### config.mk
export PLATFORM = sky130hd
export DESIGN_NAME = base64url_stream_decoder
export DESIGN_NICKNAME = d
export VERILOG_FILES = /design/src/rtl/b64d_pkg.sv /design/src/rtl/b64d_lookup.sv /design/src/rtl/b64d_accum.sv /design/src/rtl/base64url_stream_decoder.sv
export SDC_FILE = /design/constraint.sdc
export NUM_CORES = 1
export LEC_CHECK = 0
export BUFFER_PORTS_ARGS = -buffer_cell sky130_fd_sc_hd__buf_2
export CORE_MARGIN = 5
export CORE_UTILIZATION = 60
export CTS_BUF_LIST = sky130_fd_sc_hd__clkbuf_8
export CTS_CLUSTER_DIAMETER = 30
export CTS_CLUSTER_SIZE = 25
export DETAILED_ROUTE_END_ITERATION = 16
export HOLD_SLACK_MARGIN = 0.03
export PLACE_DENSITY = 0.83
export SLEW_MARGIN = 20
export SYNTH_ARGS = -nofsm -noshare
export SYNTH_HDL_FRONTEND = slang
export SYNTH_SLANG_ARGS = --single-unit
### constraint.sdc
create_clock -name clk_i -period 5 [get_ports clk_i]
set_input_delay 0.5 -clock clk_i [delete_from_list [all_inputs] [get_ports clk_i]]
set_output_delay 0.5 -clock clk_i [all_outputs]
set_load 0.03 [all_outputs]
### src/rtl/b64d_pkg.sv
// Shared types and character constants for the base64url stream decoder.
package b64d_pkg;

  typedef enum logic [1:0] {
    SymData,
    SymPad,
    SymBad
  } sym_kind_e;

  typedef struct packed {
    sym_kind_e  kind;
    logic [5:0] value;
  } sym_t;

  typedef struct packed {
    logic [7:0] char_code;
    logic       first;
    logic       last;
  } item_t;

  typedef struct packed {
    logic       byte_valid;
    logic [7:0] out_byte;
    logic       bad_char;
    logic       end_of_string;
  } result_t;

  localparam logic [7:0] ChUpperA = 8'h41;
  localparam logic [7:0] ChUpperZ = 8'h5a;
  localparam logic [7:0] ChLowerA = 8'h61;
  localparam logic [7:0] ChLowerZ = 8'h7a;
  localparam logic [7:0] ChDigit0 = 8'h30;
  localparam logic [7:0] ChDigit9 = 8'h39;
  localparam logic [7:0] ChMinus  = 8'h2d;
  localparam logic [7:0] ChUnder  = 8'h5f;
  localparam logic [7:0] ChPlus   = 8'h2b;
  localparam logic [7:0] ChSlash  = 8'h2f;
  localparam logic [7:0] ChEquals = 8'h3d;

  localparam logic [7:0] LowerBase = 8'd26;
  localparam logic [7:0] DigitBase = 8'd52;
  localparam logic [5:0] SymPlus   = 6'd62;
  localparam logic [5:0] SymSlash  = 6'd63;

  // Pending bit count, held in pairs of bits.
  localparam logic [1:0] PairsNone = 2'd0;
  localparam logic [1:0] PairsTwo  = 2'd1;
  localparam logic [1:0] PairsFour = 2'd2;
  localparam logic [1:0] PairsSix  = 2'd3;

endpackage

### src/rtl/b64d_lookup.sv
// Character classifier that maps one character to its six-bit symbol value.
module b64d_lookup import b64d_pkg::*; (
  input  logic [7:0] char_code_i,
  input  logic       standard_i,
  output sym_t       sym_o
);

  logic [7:0] upper_val;
  logic [7:0] lower_val;
  logic [7:0] digit_val;

  assign upper_val = char_code_i - ChUpperA;
  assign lower_val = char_code_i - ChLowerA + LowerBase;
  assign digit_val = char_code_i - ChDigit0 + DigitBase;

  always_comb begin
    sym_o.kind  = SymBad;
    sym_o.value = '0;
    priority if (char_code_i >= ChUpperA && char_code_i <= ChUpperZ) begin
      sym_o.kind  = SymData;
      sym_o.value = upper_val[5:0];
    end else if (char_code_i >= ChLowerA && char_code_i <= ChLowerZ) begin
      sym_o.kind  = SymData;
      sym_o.value = lower_val[5:0];
    end else if (char_code_i >= ChDigit0 && char_code_i <= ChDigit9) begin
      sym_o.kind  = SymData;
      sym_o.value = digit_val[5:0];
    end else if (char_code_i == ChMinus || (standard_i && char_code_i == ChPlus)) begin
      sym_o.kind  = SymData;
      sym_o.value = SymPlus;
    end else if (char_code_i == ChUnder || (standard_i && char_code_i == ChSlash)) begin
      sym_o.kind  = SymData;
      sym_o.value = SymSlash;
    end else if (char_code_i == ChEquals) begin
      sym_o.kind  = SymPad;
    end else begin
      sym_o.kind  = SymBad;
    end
  end

endmodule

### src/rtl/b64d_accum.sv
// Bit accumulator and sticky error flag that turn symbols into decoded bytes.
module b64d_accum import b64d_pkg::*; (
  input  logic    clk_i,
  input  logic    rst_ni,
  input  logic    adv_i,
  input  item_t   item_i,
  input  sym_t    sym_i,
  output result_t res_o
);

  logic [5:0] store_q, store_d, store_base;
  logic [1:0] pairs_q, pairs_d, pairs_base;
  logic       err_q, err_d, err_base;

  assign store_base = item_i.first ? 6'd0      : store_q;
  assign pairs_base = item_i.first ? PairsNone : pairs_q;
  assign err_base   = item_i.first ? 1'b0      : err_q;

  always_comb begin
    store_d        = store_base;
    pairs_d        = pairs_base;
    err_d          = err_base;
    res_o.byte_valid    = 1'b0;
    res_o.out_byte      = 8'd0;
    res_o.end_of_string = item_i.last;
    if (!err_base) begin
      unique case (sym_i.kind)
        SymBad: begin
          err_d = 1'b1;
        end
        SymData: begin
          unique case (pairs_base)
            PairsNone: begin
              store_d = sym_i.value;
              pairs_d = PairsSix;
            end
            PairsTwo: begin
              res_o.byte_valid = 1'b1;
              res_o.out_byte   = {store_base[1:0], sym_i.value};
              store_d          = 6'd0;
              pairs_d          = PairsNone;
            end
            PairsFour: begin
              res_o.byte_valid = 1'b1;
              res_o.out_byte   = {store_base[3:0], sym_i.value[5:2]};
              store_d          = {4'd0, sym_i.value[1:0]};
              pairs_d          = PairsTwo;
            end
            PairsSix: begin
              res_o.byte_valid = 1'b1;
              res_o.out_byte   = {store_base, sym_i.value[5:4]};
              store_d          = {2'd0, sym_i.value[3:0]};
              pairs_d          = PairsFour;
            end
            default: begin
              pairs_d = pairs_base;
            end
          endcase
        end
        default: begin
          store_d = store_base;
        end
      endcase
    end
    res_o.bad_char = err_d;
  end

  always_ff @(posedge clk_i or negedge rst_ni) begin
    if (!rst_ni) begin
      store_q <= '0;
      pairs_q <= PairsNone;
      err_q   <= 1'b0;
    end else if (adv_i) begin
      store_q <= store_d;
      pairs_q <= pairs_d;
      err_q   <= err_d;
    end
  end

`ifndef NO_ASSERTIONS
  // The unused high bits of the store are always kept clear.
  a_store_clean: assert property (@(posedge clk_i) disable iff (!rst_ni)
    (pairs_q != PairsNone || store_q == 6'd0) &&
    (pairs_q != PairsTwo  || store_q[5:2] == 4'd0) &&
    (pairs_q != PairsFour || store_q[5:4] == 2'd0))
    else $error("accumulator store holds bits beyond its count");

  a_err_no_byte: assert property (@(posedge clk_i) disable iff (!rst_ni)
    adv_i && err_q && !item_i.first |-> !res_o.byte_valid)
    else $error("byte produced while the string is in error");
`endif

endmodule

### src/rtl/base64url_stream_decoder.sv
// Top level of the base64url stream decoder: word pipeline, mode register and result register.
//
//   channel  | handshake                | payload
//   ---------+--------------------------+-----------------------------------------------
//   input    | in_valid_i / in_stall_o  | char_code_i, first_i, last_i
//   output   | out_valid_o / out_stall_i| byte_valid_o, out_byte_o, bad_char_o,
//            |                          | end_of_string_o
//   config   | cfg_we_i                 | cfg_wdata_i (standard alphabet mode)
//
// One word is accepted per cycle while in_stall_o is low and passes from the input register
// to the result register; the accumulator update is combinational logic between the two.
// Reset clears the accumulator, error flag, mode register and both stage valid flags.
// A stall on the output while a result is held keeps the result register and, once the
// input stage is full, raises in_stall_o in the same cycle.
module base64url_stream_decoder import b64d_pkg::*; (
  input  logic       clk_i,
  input  logic       rst_ni,
  input  logic       cfg_we_i,
  input  logic       cfg_wdata_i,
  input  logic       in_valid_i,
  output logic       in_stall_o,
  input  logic [7:0] char_code_i,
  input  logic       first_i,
  input  logic       last_i,
  output logic       out_valid_o,
  input  logic       out_stall_i,
  output logic       byte_valid_o,
  output logic [7:0] out_byte_o,
  output logic       bad_char_o,
  output logic       end_of_string_o
);

  logic    standard_q;
  logic    s1_valid_q, s1_valid_d;
  item_t   s1_item_q;
  logic    out_valid_q, out_valid_d;
  result_t out_res_q;
  result_t res;
  sym_t    sym;
  logic    in_load;
  logic    out_free;
  logic    s1_adv;

  assign out_free   = !out_valid_q || !out_stall_i;
  assign s1_adv     = s1_valid_q && out_free;
  assign in_stall_o = s1_valid_q && !out_free;
  assign in_load    = in_valid_i && !in_stall_o;

  assign s1_valid_d  = in_load || (s1_valid_q && !s1_adv);
  assign out_valid_d = s1_adv || (out_valid_q && out_stall_i);

  b64d_lookup u_lookup (
    .char_code_i (s1_item_q.char_code),
    .standard_i  (standard_q),
    .sym_o       (sym)
  );

  b64d_accum u_accum (
    .clk_i  (clk_i),
    .rst_ni (rst_ni),
    .adv_i  (s1_adv),
    .item_i (s1_item_q),
    .sym_i  (sym),
    .res_o  (res)
  );

  always_ff @(posedge clk_i or negedge rst_ni) begin
    if (!rst_ni) begin
      standard_q  <= 1'b0;
      s1_valid_q  <= 1'b0;
      out_valid_q <= 1'b0;
    end else begin
      if (cfg_we_i) begin
        standard_q <= cfg_wdata_i;
      end
      s1_valid_q  <= s1_valid_d;
      out_valid_q <= out_valid_d;
    end
  end

  always_ff @(posedge clk_i) begin
    if (in_load) begin
      s1_item_q <= '{char_code: char_code_i, first: first_i, last: last_i};
    end
    if (s1_adv) begin
      out_res_q <= res;
    end
  end

  assign out_valid_o     = out_valid_q;
  assign byte_valid_o    = out_res_q.byte_valid;
  assign out_byte_o      = out_res_q.out_byte;
  assign bad_char_o      = out_res_q.bad_char;
  assign end_of_string_o = out_res_q.end_of_string;

`ifndef NO_ASSERTIONS
  a_stall_only_full: assert property (@(posedge clk_i) disable iff (!rst_ni)
    in_stall_o |-> s1_valid_q)
    else $error("input stalled with an empty input stage");

  a_stage_moves: assert property (@(posedge clk_i) disable iff (!rst_ni)
    s1_adv |=> out_valid_q)
    else $error("word left the input stage but no result was registered");

  a_byte_clean: assert property (@(posedge clk_i) disable iff (!rst_ni)
    out_valid_q && !out_res_q.byte_valid |-> out_res_q.out_byte == 8'd0)
    else $error("non-zero byte reported without a decoded byte");
`endif

endmodule
# [Word level (Yosys, flattened, before mapping)]
# Index checks and enable logic that the tools add are counted.
# W data, S select, Z words.
[op_classes] addsub=5 n_bitwise=1 n_mux=19 eq_ne=9 order_cmp=6 reduce_logical=23
[op_table] cell="$eq A8 B6 Y1 const B" n=4
[op_table] cell="$mux W8" n=4
[op_table] cell="$pmux W9 S3" n=1
[op_table] cell="$mux W6" n=4
[op_table] cell="$pmux W6 S4" n=1
[op_table] cell="$ge A8 B7 Y1 const B" n=2
[op_table] cell="$le A8 B7 Y1 const B" n=2
[op_table] cell="$sub A6 B6 Y6 const B" n=2
[op_table] cell="$logic_and A1 B1 Y1" n=10
[op_table] cell="$mux W2" n=5
[op_table] cell="$eq A8 B7 Y1 const B" n=1
[op_table] cell="$ge A8 B6 Y1 const B" n=1
[op_table] cell="$le A8 B6 Y1 const B" n=1
[op_table] cell="$pmux W2 S4" n=1
[op_table] cell="$add A6 B5 Y6 const B" n=1
[op_table] cell="$add A6 B6 Y6 const B" n=1
[op_table] cell="$eq A2 B2 Y1 const B" n=3
[op_table] cell="$sub A6 B1 Y6 const B" n=1
[op_table] cell="$logic_not A1 Y1" n=5
[op_table] cell="$logic_or A1 B1 Y1" n=5
[op_table] cell="$logic_not A2 Y1" n=2
[op_table] cell="$mux W1" n=3
[op_table] cell="$eq A2 B1 Y1 const B" n=1
[op_table] cell="$reduce_or A2 Y1" n=1
[op_table] cell="$not A1 Y1" n=1
[word_totals] out_inout_bits=13 regBits=33 word_cells=76 in_bits=16

# [Longest topological paths before layout]
# Gate-level depths: netlist of the first run.
[logic_depth] depth_word=11 mapped_depth=10 depth_no_buf=8

# [Modules after synthesis]
# A second synthesis of the first run with hierarchy kept.
[unflattened] hier_cells=184 hier_area_um2=2035.7
[modules_own_cells] mod="base64url_stream_decoder" cells_per_inst=31 n_inst=1 area_each_um2=759.5 seq_area_each_um2=705.7
[modules_own_cells] mod="b64d_accum" cells_per_inst=67 n_inst=1 area_each_um2=648.1 seq_area_each_um2=225.2
[modules_own_cells] mod="b64d_lookup" cells_per_inst=86 n_inst=1 area_each_um2=628.1 seq_area_each_um2=0.0

# [Least setup slack after synthesis of the first run]
# Ideal clock, no wire load.
[synth_path] kind="flip-flop to flip-flop" start="reg s1_item_q[4] (netlist name)" end="reg out_res_q (netlist bit out_byte_o[6]), data pin" period_less_slack_ns=2.422 path_stages_with_launch=11 path_buffers=2 t_arrival_ns=2.272 required_time_ns=4.850 path_slack_ns=2.578 setup_time_ns=0.150 path_cell_list="edfxtp_1 -> clkbuf_1 -> inv_1 -> ha_1 -> nand3_1 -> a2111oi_4 -> a21boi_2 -> nor2b_4 -> or3_1 -> buf_6 -> nor3_2"
[synth_via] elab_chain_len=11 elab_cells_between_ends=27 classes_between="order compare (6); eq/ne (5); mux (6); bitwise (1); reduce/logical (9)"
[synth_lines] element="from (decl)" line_no="base64url_stream_decoder.sv:35" text="item_t s1_item_q;"
[synth_lines] element="from (signal assigned)" line_no="base64url_stream_decoder.sv:83" text="s1_item_q <= '{char_code: char_code_i, first: first_i, last: last_i};"
[synth_lines] element="$eq A8 B6 Y1" line_no="b64d_lookup.sv:31" text="end else if (char_code_i == ChUnder || (standard_i && char_code_i == ChSlash)) begin"
[synth_lines] element="$logic_and A1 B1 Y1" line_no="b64d_lookup.sv:31"
[synth_lines] element="$logic_or A1 B1 Y1" line_no="b64d_lookup.sv:31"
[synth_lines] element="$mux W2" line_no="b64d_lookup.sv:31"
[synth_lines] element="$mux W8" line_no="b64d_lookup.sv:28" text="end else if (char_code_i == ChMinus || (standard_i && char_code_i == ChPlus)) begin"
[synth_lines] element="$mux W8" line_no="b64d_lookup.sv:25" text="end else if (char_code_i >= ChDigit0 && char_code_i <= ChDigit9) begin"
[synth_lines] element="$mux W8" line_no="b64d_lookup.sv:22" text="end else if (char_code_i >= ChLowerA && char_code_i <= ChLowerZ) begin"
[synth_lines] element="$mux W8 *" line_no="b64d_lookup.sv:19" text="priority if (char_code_i >= ChUpperA && char_code_i <= ChUpperZ) begin"
[synth_lines] element="$logic_not A2 Y1 *" line_no="b64d_accum.sv:27" text="unique case (sym_i.kind)"
[synth_lines] element="$not A1 Y1 (no line) *"
[synth_lines] element="$reduce_or A2 Y1 (no line) *"
[synth_lines] element="to (signal assigned)" line_no="base64url_stream_decoder.sv:86" text="out_res_q <= res;"
[synth_lines] element="to (decl)" line_no="base64url_stream_decoder.sv:37" text="result_t out_res_q;"
# Mark *: on every way between the ends. The rest lies on a longest branch, timed or not.
# A chain may end at the register's enable or synchronous reset.

# [Worst setup path after layout of the first run]
[layout_path] start="reg s1_item_q[4] (netlist name)" end="reg u_accum.store_q[2]"
[layout_via] elab_chain_len=11 elab_cells_between_ends=34 classes_between="add/sub (5); order compare (6); eq/ne (5); mux (10); reduce/logical (8)"
[layout_lines] element="parallel branches: the longest is 7 deep, another holds $sub A6 B6 Y6"
[layout_lines] element="$mux W8 *" line_no="b64d_lookup.sv:19"
[layout_lines] element="$pmux W6 S4 / $logic_not A2 Y1 (equally long branches)" line_no="b64d_accum.sv:32, b64d_accum.sv:27"
[layout_lines] element="$mux W6 *" line_no="b64d_accum.sv:27"
[layout_lines] element="$mux W6 *" line_no="b64d_accum.sv:26" text="if (!err_base) begin"
[layout_lines] element="to (signal assigned)" line_no="b64d_accum.sv:74" text="store_q <= store_d;"
[layout_lines] element="to (decl)" line_no="b64d_accum.sv:11" text="logic [5:0] store_q, store_d, store_base;"
# Mark *: on every way between the ends.

==> flow_results.org, run 1 <==
** Cells and area
- Fraction of final layout cells sized beyond drive strength 1 :: 20.6%
- From synthesis to final layout, the design area changed by 10.4%.
- The finished cells cover between 0.002 and 0.0025 mm2.
- Final layout net count :: 246
- Number of cells in the finished layout apart from fillers :: 264
- 0 antenna diodes ended up in the layout.

** Timing
- Fin crit share :: 59.2%
- Clock skew after layout :: 4.08 ps
- Max frequency :: 338 MHz
- Setup repair after global routing left no endpoint under its margin.
- Setup violations remaining at the end of the flow were counted as 0.
- Slew at the pin closest to its max-slew limit :: between 800 and 900 ps
- Subtracting the final worst setup slack from the clock period gives roughly 3000 ps.
- Number of hold violations in the final report :: 0
- The number of pins with negative max-slew slack in the final report was 0.
- For the final routed database, the setup TNS stands at 0 ps.
- On the final layout, the worst hold slack is ~87 ps.
- The worst pin sits at a relative slew slack of between 30% and 40%.

** Synth
- Post-synthesis share of cell area spent on xor and xnor gates :: approximately 1.7%
- Area share of fa/ha/maj cells after synthesis :: between 7 and 8%
- In the synthesized netlist the async set-or-reset flop fraction comes to a little over a third.
- Mux contribution to synthesized area :: slightly above 1%
- Cell count after synthesis :: around 200
- After synthesis, the largest family of logic cells by area is compound AO/OA/AOI/OAI gates.
- Flops & latches, synth :: 33
- Distinct cells, synth :: 52
- Main synth FF type :: edfxtp_1
- Total number of yosys warnings :: 0
- Of the total synthesized cell area, the portion taken by AND, OR, NAND and NOR gates is 16.8%.
- Share of the yosys chip area belonging to registers :: a little under half
- After synthesis, the mean cell area works out to 10.6 um2.
- Total standard cell area after synthesis :: 0.00206 mm2
- Number of flops mapped to enable cells by yosys :: 21
- The number of nets handed over by synthesis was approximately 220.
- Compound-Gate Fraction of Synth Area :: between 20% and 30%

** Global routing
- Vias in the first global route :: about 1600
- Entering global routing, the biggest net connects 13 pins.
- The first global-routing pass estimated between 6000 and 7000 um of wire.
- The total overflow left after global routing is 0.
- Antenna violations before repair :: 0
- In the global route stage, overall resource usage came out at 20.1%.

** Run status
- The run finished with clean final reports.

** Place
- Routability-driven placement finished with a final weighted congestion of 1.01.
- Number of I/O port buffers :: 28
- Placed cell area :: around 0.0022 mm2
- After legalization and detailed placement, the total HPWL measured 3180 um.
- Cell count after placement :: 256

** Power and ir drop
- Power per unit of standard cell area :: between 200 and 300 mW/mm2
- The worst-case IR drop observed on VDD is slightly above 0.0002 V.
- Lkg Pwr :: approximately 0.00092 uW

** CTS
- CTS placed an instance of clkbuf_8 at the clock tree root.
- The clock drives 33 sinks.
- Count of buffers added by post-CTS timing repair for setup :: 0
- Clock transition at the registers of the reported paths :: 70 ps
- The number of clock buffers added by TritonCTS is 5.
- In this run, post-CTS repair resized a total of 0 instances.
- Clock latency of the later-clocked register in the worst-skew pair :: roughly 280 ps
- In this run the deepest clock path goes through 2 buffers.
- Hold buffer count at cts :: 0
- CTS HTree Levels :: 2
- CTS tree :: done

** Route
- Uppermost metal layer occupied by signal nets :: met4
- After the first detailed-routing iteration, the DRC count stood at 132.
- Mean routed wirelength per cell :: 16.1 um
- Dividing the detail-routed via count by the number of cells gives 6.18.
- Number of remaining DRC errors :: 0
- Metal-1 WL :: ~1700 um
- The routed design uses 2030 um of met2 wire.
- Wire segments on met3 add up to 438 um in the final route.
- For this block, the routed nets add up to roughly 4300 um of wire.
- Before antenna repair, the detailed router went through 5 iterations.
- Overall via count from detail_route :: between 1500 and 2000
- The detail route stage leaves a number of antenna-violating nets equal to 0.

** Worst setup path
- In this run the critical register-to-register path is launched from s1_item_q[4].
- The setup check on the worst reg-to-reg path leaves a slack of 2040 ps.
- Setup crit start kind :: register
- Cell count of the worst reg-to-reg path :: 8
- Endpoint of the most critical setup path :: u_accum.store_q[2]
- Beginning of the critical path :: s1_item_q[4]
- The setup path with the least slack is of type register to register.
- Signal arrival time at the worst endpoint :: about 3200 ps
- For the worst setup path, the data required time is around 5200 ps.
- CP Capture Type :: register
- Largest driver fanout on the critical path :: 11
- In this run the critical register-to-register path is captured at u_accum.store_q[2].

** Die
- Overall die width :: just under 70 um
- For this configuration, the core starts out at a cell density of 61.7%.
- The die is a little under 70 um tall.
- The floorplan has 21 rows.
- The total area inside the core boundary comes to about 0.0033 mm2.
- Num ports :: 29
- The floorplan step defined a die boundary enclosing between 0.004 and 0.005 mm2.

** Worst hold path
- In this run the worst hold path is classified as input port to asynchronous set/reset pin.

** Flow run
- The tool flagged a number of max-cap violations equal to 0.
[flip-flops by register name, summed over array words and instances (netlist names)]
| register | flops |
|---|---|
| out_valid_o | 1 |
| u_accum.pairs_q | 2 |
| s1_valid_q | 1 |
| s1_item_q | 10 |
| end_of_string_o | 1 |
| byte_valid_o | 1 |
| out_byte_o | 8 |
| standard_q | 1 |
| u_accum.store_q | 6 |
| bad_char_o | 1 |
| u_accum.err_q | 1 |
[area by class of cell]
cell class              instances  area, um2
clock buffers                   5       68.8
clock inverters                 3       15.0
fillers                       256       1060
inverters                      14       52.6
multi-input cells             135       1010
flip-flops and latches         33        931
well taps                      46       57.6
repair buffers                 28        140
[worst min path at each step]
stage                               to  slack, ps  cells after the start
detailed placement  u_accum.store_q[4]        400                      1
finish              u_accum.store_q[1]         90                      1
global placement    u_accum.store_q[5]        380                      1
global route                standard_q        100                      1
CTS                         standard_q         90                      1
floorplan                  out_valid_o        200                      0
[where the power goes]
group	switching [uW]	internal (uW)
combinational	85.0	48.3
clock	95.4	94.3
sequential	21.5	315
[Yosys cell counts (3+ instances only)]
| library cell | instances | area [um2] |
|---|---|---|
| ha_1 | 13 | 163 |
| inv_1 | 14 | 52.6 |
| a21oi_1 | 6 | 30.0 |
| nor3_1 | 7 | 35.0 |
| clkbuf_1 | 6 | 22.5 |
| a222oi_1 | 3 | 30.0 |
| a32o_1 | 6 | 60.1 |
| o31ai_1 | 4 | 30.0 |
| nand4_1 | 3 | 18.8 |
| o21ai_0 | 5 | 25.0 |
| nor2b_1 | 6 | 37.5 |
| nor2_1 | 11 | 41.3 |
| a22o_1 | 3 | 26.3 |
| a22oi_1 | 5 | 37.5 |
| nor3_2 | 3 | 30.0 |
| buf_2 | 3 | 15.0 |
| xnor2_1 | 4 | 35.0 |
| edfxtp_1 | 21 | 631 |
| nand2_1 | 14 | 52.6 |
| o2bb2ai_1 | 3 | 26.3 |
| dfrtp_1 | 12 | 300 |
| nand2b_1 | 6 | 37.5 |
[through the flow]
stage	util (%)	setup slack (ps)	power, uW
finish	68.1	2040	660
global placement	65.6	2270	467
detailed placement	65.6	2150	472
global route	68.1	1790	692
CTS	68.1	2100	662
floorplan	-	2580	437
[logic make-up (layout without fill, tap and decap cells)]
| family | Yosys count | count (layout) |
|---|---|---|
| AND/OR/NAND/NOR | 62 | 62 |
| AO/OA/AOI/OAI | 54 | 54 |
| flip-flops | 33 | 33 |
| buffers and inverters | 27 | 50 |
| adder cells (fa/ha/maj) | 13 | 13 |
| XOR/XNOR | 4 | 4 |
| multiplexers | 2 | 2 |
[critical path: stages, from the launching register on]
cell	delay, ps
edfxtp_1	530
inv_1	180
ha_1	280
a21o_1	200
o311a_1	150
nor3_2	630
nor2b_4	110
nor3_1	550
a32o_1	260
[cells in the final DEF (no fill, tap or decap), types with 2 or more instances in the layout]
| master | count |
|---|---|
| buf_2 | 28 |
| edfxtp_1 | 21 |
| inv_1 | 15 |
| nand2_1 | 14 |
| ha_1 | 13 |
| dfrtp_1 | 12 |
| nor2_1 | 11 |
| nor3_1 | 7 |
| nand2b_1 | 6 |
| nor2b_1 | 6 |
| a21oi_1 | 6 |
| a32o_1 | 6 |
| o21ai_0 | 5 |
| a22oi_1 | 5 |
| clkbuf_8 | 5 |
| xnor2_1 | 4 |
| o31ai_1 | 4 |
| nor3_2 | 3 |
| o2bb2ai_1 | 3 |
| nand4_1 | 3 |
| a22o_1 | 3 |
| a222oi_1 | 3 |
| nand3_1 | 2 |
| nand4bb_1 | 2 |
| o21a_1 | 2 |
| nand3b_1 | 2 |
| o21bai_1 | 2 |
| or2_2 | 2 |
[metal layers]
layer  global-route usage (%)  vias up
li1                         -      767
met1                     24.5      746
met2                     32.3      103
met3                     6.32       16
met4                     9.18        0
met5                        0        -
Note: power is estimated with default switching activity, not from simulation.
==> run 2: changes to the inputs <==
- ABC_AREA: not set -> 1
- CORE_UTILIZATION: 60 -> 54
- PLACE_DENSITY: 0.83 -> 0.78
- clock period: 5 -> 2.7 ns (I/O delays scaled with it)
==> flow_results.org, run 2 <==
** Global routing
- Pin count of the biggest net entering global routing :: 23 (was 13)
- The remaining global-route overflow was 0 (unchanged).
- The met2 capacity usage during global routing came to 27.0% (was 32.3%).
- Wire length of the first global-routing pass :: 8270 um (was 6960 um)
- The combined global-route utilization of all metal layers came to 17.5% (was 20.1%).
- Antenna violations before repair :: 0 (unchanged)
- The met3 routing resource usage after global routing is 4.27% (was 6.32%).
- Gr busiest metal :: met2 (unchanged)
- Vias in the first global route :: 1838 (was 1556)
- The met1 usage in global routing is 23.4% (was 24.5%).

** Worst setup path
- CP Capture Type :: register (unchanged)
- The maximum cell stage delay along the critical path was 550 ps (was 630 ps).
- The arrival time of data at the critical path endpoint is 2350 ps (was 3180 ps).
- The type of element launching the critical path was a register (unchanged).
- Category of the critical setup timing path :: register to register (unchanged)
- Among the stages of the critical path, the cell type that occurs most often is nand2_1.
- The worst-path maximum fanout is 10 (was 11).
- Chain of cells forming the critical path: inv_1 > ha_1 > nand2_1 > nand2_1 > nand2_1 > nand2_2 > nand2_2 > nor2_4 > nand3_4 > nand3_2 > clkinv_2 > o21a_1 (was inv_1 > ha_1 > a21o_1 > o311a_1 > nor3_2 > nor2b_4 > nor3_1 > a32o_1).
- Cell family contributing the most delay on the critical path :: simple AND/OR/NAND/NOR gates (unchanged)
- The slowest cell on the critical path is edfxtp_1 (was nor3_2).
- The combined buffer and inverter count along the critical path is 2 (was 1).
- The worst endpoint required time is 2740 ps (was 5220 ps).

** Place
- Number of I/O port buffers :: 28 (unchanged)
- Minimum setup slack after placement :: 432 ps (was 2150 ps)
- The final RePlAce weighted congestion came to 0.907 (was 1.01).
- HPWL after DPL :: 3690 um (was 3180 um)

** CTS
- The buffer levels on the longest clock path was 2 (unchanged).
- Cell chosen for the clock root :: clkbuf_8 (unchanged)
- Count of buffers added by post-CTS timing repair for setup :: 0 (unchanged)
- The total clock buffers created by CTS came to 5 (unchanged).
- The number of sinks driven by the clock tree was 33 (unchanged).
- CTS tree :: done (unchanged)
- The clock transition time at the flip-flop clock pins of the worst setup and hold paths is 70 ps (about the same).
- Clock latency of the later-clocked register in the worst-skew pair :: 290 ps (was 280 ps)
- The count of H-tree levels built during CTS is 2 (unchanged).

** Timing
- The final setup slack of the worst path came to 392 ps (was 2040 ps).
- Clock period minus final worst setup slack :: 2310 ps (was 2960 ps)
- Slew at the pin closest to its max-slew limit :: 726 ps (was 893 ps)
- The post-route clock period utilization is 85.5% (was 59.2%).
- The total negative slack is 0 ps (unchanged).
- The worst slew slack as a fraction of its limit came to 51.6% (was 39.7%).
- Clock skew after layout :: 5.63 ps (was 4.08 ps)
- RSZ-0062 raised after global routing :: false (unchanged)
- Fin. max-slew vios :: 0 (unchanged)
- The highest attainable clock frequency came to 433 MHz (was 338 MHz).
- The setup-violating endpoint count in the final report came to 0 (unchanged).
- The count of endpoints failing hold in the final timing report came to 0 (unchanged).

** Cells and area
- Number of inserted filler cells in the final layout :: 378 (was 256)
- The sequential cell area in the final layout is 931 um2 (unchanged).
- Leading cell type in the layout, fill and taps excluded :: nand2_1 (was buf_2)
- The layout cell share with drive strength beyond 1 was 21.3% (was 20.6%).
- Antenna diode count :: 0 (unchanged)
- Commonest non-fill, non-tap cells in the layout :: nand2_1 (76), inv_1 (40), nand3_1 (34) (was buf_2 (28), edfxtp_1 (21), inv_1 (15))
- Flip-flop count of the largest register, all copies and words added :: 10 (unchanged)
- The final layout net count was 356 (was 246).
- Area of combinational cells with multiple inputs :: 0.00120 mm2 (was 0.00101 mm2)
- The register bank with the most flops is s1_item_q (unchanged).
- Syn-to-layout area delta :: 11.1% (was 10.4%)

** Synth
- The number of distinct library cell variants in the gate-level netlist after synthesis came to 36 (was 52).
- Post-synthesis async set-or-reset flop share :: 36.4% (unchanged)
- Average instance area after synthesis :: 7.93 um2 (was 10.6 um2)
- The prevailing post-synth register cell was edfxtp_1 (unchanged).
- Most area-hungry cell type in the Yosys netlist :: edfxtp_1 (unchanged)
- The gate count after technology mapping is 296 (was 195).
- The count of warnings emitted by yosys came to 0 (unchanged).
- Flops & latches, synth :: 33 (unchanged)
- The synthesized netlist net count came to 325 (was 224).
- The library cell with the highest instance count after synthesis is nand2_1 (was edfxtp_1).
- The sequential-to-total area share from yosys stat was 39.7% (was 45.2%).
- Number of flops mapped to enable cells by yosys :: 21 (unchanged)
- The area share of the largest cell type after synthesis came to 26.9% (was 30.6%).
- Biggest area contributors in the synthesized netlist: edfxtp_1 (27%), dfrtp_1 (13%), nand2_1 (12%) (was edfxtp_1 (31%), dfrtp_1 (15%), ha_1 (7.9%)).
- The netlist area before placement is 0.00235 mm2 (was 0.00206 mm2).
- Most frequent cells after synthesis :: nand2_1 (76), inv_1 (39), nand3_1 (34) (was edfxtp_1 (21), inv_1 (14), nand2_1 (14))

** Die
- Overall die width :: 75.9 um (was 68.6 um)
- The boundary pin count came to 29 (unchanged).
- Overall die height :: 75.9 um (was 68.6 um)
- The core box area is 0.00429 mm2 (was 0.00334 mm2).
- The number of cell rows is 24 (was 21).
- Area of the die :: 0.00576 mm2 (was 0.00470 mm2)
- Initial Utilization :: 54.6% (was 61.7%)

** Run status
- Result of the run :: completed (unchanged)

** Route
- The aggregate routed wire length came to 4720 um (was 4260 um).
- The overall via count from detail_route was 1988 (was 1632).
- The initial detailed-routing violation count was 151 (was 132).
- Number of vias per cell :: 5.23 (was 6.18)
- The number of search-and-repair iterations in the first detailed-routing pass was 4 (was 5).
- Residual antenna-violating net count after detailed routing :: 0 (unchanged)
- The number of remaining DRC errors came to 0 (unchanged).
- Mean routed wirelength per cell :: 12.4 um (was 16.1 um)

** Power and ir drop
- VDD IR-drop max :: 0.000391 V (was 0.000201 V)
- Power per unit of standard cell area :: 558 mW/mm2 (was 290 mW/mm2)
- The leakage power of the design was 0.00132 uW (was 0.000918 uW).

** Flow run
- Count of maximum capacitance violations :: 0 (unchanged)

** Worst hold path
- The class of the tightest hold or removal check was input port to register (was input port to asynchronous set/reset pin).
==> run 2: changes by cell type in the layout (fill, tap and decap cells not counted), moves of 5 or more <==
cell	previous run	this run
xor2_1	0	6
nand2_2	0	12
a32o_1	6	0
nand3_1	2	34
nor2_1	11	25
a21oi_1	6	12
nor2b_1	6	0
nor3_1	7	2
inv_1	15	40
a22oi_1	5	0
nand2b_1	6	0
nand2_1	14	76
==> run 2: path summary, 6_finish.rpt <==
kind                                    from         endpoint  slack (ps)  cells past startpoint
worst max-delay path            s1_item_q[4]    out_byte_o[4]         390                     12
worst min-delay path                 first_i     s1_item_q[1]         150                      1
worst max register to register  s1_item_q[4]    out_byte_o[4]         390                     12
worst min register to register  s1_item_q[0]  end_of_string_o         440                      0
max in group asynchronous             rst_ni       s1_valid_q        2070                      2
min in group asynchronous             rst_ni       standard_q         410                      2
==> run 2: final cells by class <==
type	instances	share of cell area [%]
timing repair buffer	29	5.76
multi-input combinational	213	46.0
clock buffer	5	2.64
inverter	45	6.82
clock inverter	3	0.576
sequential	33	35.7
tap	52	2.50
==> run 2: power breakdown <==
group | total, uW | switching (uW) | internal, uW
combinational | 421 | 283 | 138
sequential | 675 | 49.8 | 625
clock | 358 | 183 | 175
==> run 2: what timing repair did <==
| item | 4_1_cts | 5_1_grt |
|---|---|---|
| hold endpoints to repair | 12 | 0 |
| hold buffers | 1 | 0 |
| endpoints found under the setup margin | 0 | 0 |
| resized for setup | 0 | 0 |
==> run 2: routing by layer <==
layer | routed length, um | up-vias
li1 | - | 1014
met1 | 2120 | 906
met2 | 2200 | 61
met3 | 319 | 7
met4 | 84 | 0
met5 | 0 | -
==> run 2: cell families after synthesis <==
group / after synthesis / synth area share, %
flip-flops: 33 / 39.7
multiplexers: 1 / 0.480
buffers and inverters: 50 / 9.23
AND/OR/NAND/NOR: 168 / 34.8
adder cells (fa/ha/maj): 13 / 6.93
AO/OA/AOI/OAI: 23 / 5.87
XOR/XNOR: 8 / 2.99
==> run 2: through the flow <==
stage | utilization, % | total power, uW | cell area (um2) | std cells | hold slack (ps)
floorplan | - | 1010 | 2350 | 296 | -25.6
global placement | 58.5 | 1100 | 2510 | 371 | 163
detailed placement | 58.5 | 1100 | 2510 | 371 | 168
CTS | 60.7 | 1460 | 2610 | 380 | 140
global route | 60.7 | 1560 | 2610 | 380 | 133
finish | 60.7 | 1450 | 2610 | 380 | 148
